File: src/sv/mandelbrot_escape_time_pixel_unit_defines.svh
// Assertion macros for the Mandelbrot pixel unit RTL.
// Each macro expects signals named clk and rst in the enclosing module.
`ifndef MANDELBROT_ESCAPE_TIME_PIXEL_UNIT_DEFINES_SVH
`define MANDELBROT_ESCAPE_TIME_PIXEL_UNIT_DEFINES_SVH

// Check a condition in the same cycle as its trigger.
`define MET_ASSERT_NOW(label, ante, cons, msg) \
  label: assert property (@(posedge clk) disable iff (rst) (ante) |-> (cons)) \
    else $error(msg);

// Check a condition in the cycle after its trigger.
`define MET_ASSERT_NEXT(label, ante, cons, msg) \
  label: assert property (@(posedge clk) disable iff (rst) (ante) |=> (cons)) \
    else $error(msg);

`endif

File: src/sv/met_pkg.sv
`timescale 1ns / 1ps
// Shared constants, types and helpers of the Mandelbrot pixel unit.
// No dependencies; used by every module of the block.
package met_pkg;

  // Algorithm constants
  localparam int MAX_ITERATIONS = 500;
  localparam int FRACTION_BITS  = 28;
  localparam int REG_FRAC       = 28;

  // Field widths
  localparam int GRID_W     = 8;
  localparam int STEP_W     = 31;
  localparam int OFFS_W     = 32;
  localparam int LEVEL_W    = 8;
  localparam int CFG_IDX_W  = 8;
  localparam int CFG_DATA_W = 32;

  // Internal fixed-point widths
  localparam int Q_W     = FRACTION_BITS + 4;
  localparam int REG_SHL = (FRACTION_BITS >= REG_FRAC) ? FRACTION_BITS - REG_FRAC : 0;
  localparam int REG_SHR = (FRACTION_BITS < REG_FRAC) ? REG_FRAC - FRACTION_BITS : 0;
  localparam int REG_W   = OFFS_W + REG_SHL;
  localparam int D_W     = GRID_W + 2;
  localparam int CP_W    = D_W + REG_W;
  localparam int PROD_W  = 2 * Q_W;
  localparam int SQ_W    = PROD_W - FRACTION_BITS;
  localparam int SUM_W   = SQ_W + 1;
  localparam int WIDE_W  = ((CP_W > PROD_W) ? CP_W : PROD_W) + 2;

  // Iteration counter and divider widths
  localparam int CNT_W     = $clog2(MAX_ITERATIONS + 1);
  localparam int DIV_RW    = (CNT_W > LEVEL_W) ? CNT_W : LEVEL_W;
  localparam int DIV_DW    = DIV_RW + LEVEL_W;
  localparam int DIV_CELLS = DIV_DW;

  localparam logic [CNT_W-1:0]   ITER_LIMIT = CNT_W'(MAX_ITERATIONS);
  localparam logic [LEVEL_W-1:0] LEVEL_FULL = {LEVEL_W{1'b1}};

  // Saturation bounds and escape radius squared (4.0)
  localparam logic signed [WIDE_W-1:0] Q_HI = {{(WIDE_W-Q_W+1){1'b0}}, {(Q_W-1){1'b1}}};
  localparam logic signed [WIDE_W-1:0] Q_LO = {{(WIDE_W-Q_W+1){1'b1}}, {(Q_W-1){1'b0}}};
  localparam logic signed [SUM_W-1:0] ESCAPE_LIMIT =
    {{(SUM_W-FRACTION_BITS-3){1'b0}}, 3'b100, {FRACTION_BITS{1'b0}}};

  // Register indexes
  localparam logic [CFG_IDX_W-1:0] REG_GRID_SIZE  = CFG_IDX_W'(0);
  localparam logic [CFG_IDX_W-1:0] REG_PIXEL_STEP = CFG_IDX_W'(1);
  localparam logic [CFG_IDX_W-1:0] REG_X_OFFSET   = CFG_IDX_W'(2);
  localparam logic [CFG_IDX_W-1:0] REG_Y_OFFSET   = CFG_IDX_W'(3);

  // Register reset values
  localparam logic [GRID_W-1:0]        GRID_RESET = 8'd255;
  localparam logic [STEP_W-1:0]        STEP_RESET = 31'd4210752;
  localparam logic signed [OFFS_W-1:0] X_RESET    = 32'shF000_0000;
  localparam logic signed [OFFS_W-1:0] Y_RESET    = 32'sh0000_0000;

  // Divider word tags
  localparam logic TAG_SIZE = 1'b0;
  localparam logic TAG_BLUE = 1'b1;

  // One word moving down the divider chain
  typedef struct packed {
    logic              valid;
    logic              tag;
    logic [DIV_RW-1:0] rem;
    logic [DIV_DW-1:0] word;
    logic [DIV_RW-1:0] divisor;
  } div_lane_t;

  // Sequencer controls into the iteration core
  typedef struct packed {
    logic prod;
    logic map;
    logic square;
    logic update;
  } core_ctl_t;

  // Iteration core status back to the sequencer
  typedef struct packed {
    logic             finish;
    logic [CNT_W-1:0] count;
  } core_stat_t;

  // Clamp a wide value to the signed Q4.F range
  function automatic logic signed [Q_W-1:0] sat_q(input logic signed [WIDE_W-1:0] v);
    logic signed [WIDE_W-1:0] c;
    c = v;
    if (v > Q_HI) c = Q_HI;
    if (v < Q_LO) c = Q_LO;
    return c[Q_W-1:0];
  endfunction

endpackage

File: src/sv/met_div_cell.sv
`timescale 1ns / 1ps
// One restoring-division cell: settles one quotient bit per word.
// Depends on met_pkg for the lane structure and widths.
module met_div_cell (
  input  logic              clk,
  input  logic              rst,
  input  met_pkg::div_lane_t lane_in,
  output met_pkg::div_lane_t lane_out
);

  logic [met_pkg::DIV_RW:0]   trial;
  logic [met_pkg::DIV_RW:0]   diff;
  logic                       fits;
  logic [met_pkg::DIV_RW-1:0] rem_next;
  logic [met_pkg::DIV_DW-1:0] word_next;

  // Shift in the next dividend bit and try the subtract
  always_comb begin
    trial     = {lane_in.rem, lane_in.word[met_pkg::DIV_DW-1]};
    diff      = trial - {1'b0, lane_in.divisor};
    fits      = (trial >= {1'b0, lane_in.divisor});
    rem_next  = fits ? diff[met_pkg::DIV_RW-1:0] : trial[met_pkg::DIV_RW-1:0];
    word_next = {lane_in.word[met_pkg::DIV_DW-2:0], fits};
  end

  // Hand the word to the next cell
  always_ff @(posedge clk) begin
    if (rst) begin
      lane_out.valid <= 1'b0;
    end else begin
      lane_out.valid <= lane_in.valid;
    end
    lane_out.tag     <= lane_in.tag;
    lane_out.rem     <= rem_next;
    lane_out.word    <= word_next;
    lane_out.divisor <= lane_in.divisor;
  end

endmodule

File: src/sv/met_div_chain.sv
`timescale 1ns / 1ps
// Pipelined divider: a row of met_div_cell, one quotient bit per cell.
// Depends on met_pkg and met_div_cell.
module met_div_chain (
  input  logic               clk,
  input  logic               rst,
  input  met_pkg::div_lane_t head,
  output met_pkg::div_lane_t tail
);

  met_pkg::div_lane_t lane [0:met_pkg::DIV_CELLS];

  assign lane[0] = head;

  // Build the row of cells
  genvar i;
  generate
    for (i = 0; i < met_pkg::DIV_CELLS; i++) begin : g_cell
      met_div_cell u_cell (
        .clk      (clk),
        .rst      (rst),
        .lane_in  (lane[i]),
        .lane_out (lane[i+1])
      );
    end
  endgenerate

  assign tail = lane[met_pkg::DIV_CELLS];

endmodule

File: config.mk
export PLATFORM = sky130hd
export DESIGN_NAME = met_div_chain
export DESIGN_NICKNAME = d
export VERILOG_FILES = /design/src/sv/mandelbrot_escape_time_pixel_unit_defines.svh /design/src/sv/met_pkg.sv /design/src/sv/met_div_cell.sv /design/src/sv/met_div_chain.sv
export SDC_FILE = /design/constraint.sdc
export NUM_CORES = 1
export LEC_CHECK = 0
export BUFFER_PORTS_ARGS = -buffer_cell sky130_fd_sc_hd__buf_4
export CORE_MARGIN = 2
export CORE_UTILIZATION = 45
export CTS_BUF_LIST = sky130_fd_sc_hd__clkbuf_4
export CTS_CLUSTER_DIAMETER = 120
export CTS_CLUSTER_SIZE = 10
export DETAILED_ROUTE_END_ITERATION = 16
export PLACE_DENSITY = 0.62
export SLEW_MARGIN = 40
export SYNTH_ARGS = -nofsm -noshare
export SYNTH_HDL_FRONTEND = slang
export SYNTH_HIERARCHICAL = 1
export SYNTH_SLANG_ARGS = --single-unit
File: constraint.sdc
create_clock -name clk -period 3.32 [get_ports clk]
set_clock_uncertainty 0.2 [all_clocks]
set_input_delay 0 -clock clk [delete_from_list [all_inputs] [get_ports clk]]
set_output_delay 0 -clock clk [all_outputs]
set_load 0.02 [all_outputs]
==> results.tsv <==
metric	value	unit
pin count of the biggest net entering global routing	17	
clock-pin slew on the worst setup and hold paths	0.10	ns
DR DRC count	0	
clock root cell	clkbuf_4	
status	complete, no violations	
Avg Inst Size Synth	11.5	µm²
crit end category	flip-flop	
first-pass GRT wire length	78200	µm
Initial DRC Count	720	
hold crit path type	flip-flop to flip-flop	
Fmax	305	MHz
DRT Pass-1 Iters	5	
Cell Area, Placed	25200	µm²
Initial Utilization	0.458	
pwr dens	956	nW/µm²
Core Box Area	52800	µm²
Vias	15800	
Lkg Pwr	0.0116	µW
Finished Layout Cells	2973	
final setup violation count	0	
row cnt	84	
initial antenna violation count	1	
Synth-to-Final Area Change	10.9	%
clock power share	0.144	
Gate Count Post-Synth	2108	
min Tclk post-route	3.27	ns
Post-Synth XOR/XNOR Area	0.0185	
Synth Area in Simple Gates	0.0733	
clock insertion delay at the later pin of the skew report	0.82	ns
Vias/cell	5.31	
Syn. warnings	6	
Switching Fraction	0.365	
Setup TNS	0	ns
post-synthesis adder-cell area fraction	0.0934	
Final Hold Violating Endpoints	0	
CTS tree	built	
Global Route Usage Sum	0.171	
Netlist cell types	43	
Final Power	25600	µW
I/O Pins	76	
registers with the most flip-flops	g_cell.u_cell/lane_out x629	
Syn Std Cell Area	24100	µm²
Slew @ Worst Pin	0.802	ns
placed instance count	2803	
mux cell area share after synthesis	0.0537	
Yosys reg bits	629	
internal power	16300	µW
Max-Cap Viols	0	
largest family of logic cells by synthesized area	compound AO/OA/AOI/OAI gates	
Synth Area in Compound Gates	0.187	
clk sinks	629	
NumNets Final	2487	
synthesized net count	2317	
die area	55500	µm²
Die Y	236	µm
CP Launch Type	input port	
Worst Path Arrival	3.75	ns
vias in the first global route	15900	
final slew viol count	0	
GRT Residual Overflow	0	
Max stage delay cell, worst path	dlygate4sd3_1	
WL/cell	15.7	µm
gpl congestion	0.849	
Peak VDD IR	0.436	mV
Final Cell Area	26800	µm²
CP peak stage delay	0.55	ns
Worst slew margin	0.452	
sequential power share	0.407	
critical-path maximum fanout	7	
layout cells sized above 1	0.151	
IO buf count	75	
total CTS buffers	72	
WP data required	3.80	ns
Routed WL	46700	µm
worst path cell trace	dlygate4sd3_1, buf_4, dlygate4sd3_1, inv_1, ha_1, inv_1, fa_2, a211oi_4, o21ai_2, a211oi_4, inv_4, mux2_4, dlygate4sd3_1	
clock buffer depth	3	
P_sw	9350	µW
Most Frequent Cell on Critical Path	dlygate4sd3_1	
largest reg by FF count	g_cell.u_cell/lane_out	
register area share after synthesis	0.522	
Routed Antenna Nets	0	
crit path kind	input port to flip-flop	
Final Cycle Share	0.986	
H-tree depth	3	
Largest register FFs	629	
Post-DP HPWL	34800	µm
proportion of power drawn by combinational gates	0.449	
Die Width	236	µm
==> cell usage after synthesis (all sizes together) <==
master	n	area, µm²
a21o	51	383
a31o	17	149
o31ai	34	255
inv	221	872
xnor2	34	298
nor3	17	170
o2111a	17	191
nor3b	18	135
buf	33	272
fa	17	340
a32oi	17	149
a2111oi	34	298
nand4	17	106
o211ai	68	510
nand3	34	170
nand2b	51	319
nand2	68	255
dfxtp	629	12600
a31oi	17	106
o21a	17	128
nor2	33	124
a311oi	16	140
a311o	17	191
or3	17	106
a211oi	69	816
o2111ai	17	149
nor2b	17	106
and3	17	128
a211o	34	298
a21oi	102	510
mux2i	34	340
xor2	17	149
or3b	17	149
mux2	68	957
o21ai	34	234
ha	153	1910
clkbuf	35	131
==> power by group through the flow <==
stage | Clock, µW | Sequential (µW) | Combinational [µW]
6_report | 3680 | 10400 | 11500
5_1_grt | 4230 | 10600 | 12700
4_1_cts | 3940 | 10500 | 11500
3_5_place_dp | 0 | 10600 | 11300
3_3_place_gp | 0 | 10700 | 11200
2_1_floorplan | 0 | 10400 | 9200
==> cell type report <==
class | instances | area (µm²)
fill | 4730 | 26000
multi-input combinational | 1190 | 10300
timing repair buffer | 164 | 1450
inverter | 221 | 872
tap | 688 | 861
clock buffer | 73 | 548
sequential | 629 | 12600
antenna | 1 | 2.50
clock inverter | 7 | 168
==> placed cells by master, fill, tap and decap left out, types with 34 or more instances in the layout <==
master	Yosys	final
dfxtp_1	629	629
inv_1	204	204
ha_1	153	153
a21oi_1	102	102
dlygate4sd3_1	0	87
buf_4	0	77
clkbuf_4	0	73
o211ai_1	68	68
nand2_1	68	68
a21o_1	51	51
nand2b_1	51	51
mux2_4	51	51
a211oi_1	35	35
nand3_1	34	34
a211o_1	34	34
o31ai_1	34	34
a2111oi_0	34	34
xnor2_1	34	34
mux2i_1	34	34
==> worst max-delay path: cells and delay by family <==
kind                     cells  cell delay (ns)
multiplexers                 1             0.31
AO/OA/AOI/OAI                3             0.83
buffers and inverters        7             2.01
adder cells (fa/ha/maj)      2             0.60
==> logic make-up (layout without fill, tap and decap cells) <==
| kind of cell | Yosys count | count (layout) |
|---|---|---|
| flops | 629 | 629 |
| compound gates | 561 | 561 |
| simple gates | 306 | 306 |
| buf+inv | 289 | 465 |
| fa+ha+maj | 170 | 170 |
| mux | 102 | 102 |
| xor+xnor | 51 | 51 |
| other cells | 0 | 1 |
==> metrics by stage <==
stage / setup slack [ns] / utilization / hold WS [ns]
2_1_floorplan: 0.893 / - / -0.172
3_3_place_gp: 0.651 / 0.477 / -0.0956
3_5_place_dp: 0.610 / 0.477 / -0.0944
4_1_cts: 0.0493 / 0.507 / 0.0187
5_1_grt: -0.00276 / 0.508 / 0.0788
6_report: 0.0458 / 0.508 / 0.0901
==> path summary, 6_finish.rpt <==
path,startpoint,end,slack [ns],cells past startpoint
worst min-delay path,g_cell[4].u_cell/lane_out[11]$_DFF_P_,g_cell[5].u_cell/lane_out[12]$_DFF_P_,0.09,0
worst max register to register,g_cell[2].u_cell/lane_out[25]$_DFF_P_,g_cell[3].u_cell/lane_out[32]$_DFF_P_,0.55,9
worst min register to register,g_cell[4].u_cell/lane_out[11]$_DFF_P_,g_cell[5].u_cell/lane_out[12]$_DFF_P_,0.09,0
worst max-delay path,head[25],g_cell[0].u_cell/lane_out[32]$_DFF_P_,0.05,13
==> metal layers <==
| metal | GRT usage | wire, µm | up-vias |
|---|---|---|---|
| li1 | - | - | 7944 |
| met1 | 0.210 | 20800 | 7441 |
| met2 | 0.289 | 22400 | 288 |
| met3 | 0.0318 | 1810 | 107 |
| met4 | 0.0834 | 1730 | 0 |
| met5 | 0 | 0 | - |
==> repair_timing <==
item | in CTS | in global routing
setup buffers | 0 | 2
hold buffers | 88 | 0
hold endpoints to repair | 53 | 0
resized for setup | 0 | 2
setup endpoints to repair | 0 | 7
(Power assumes the default switching activity.)
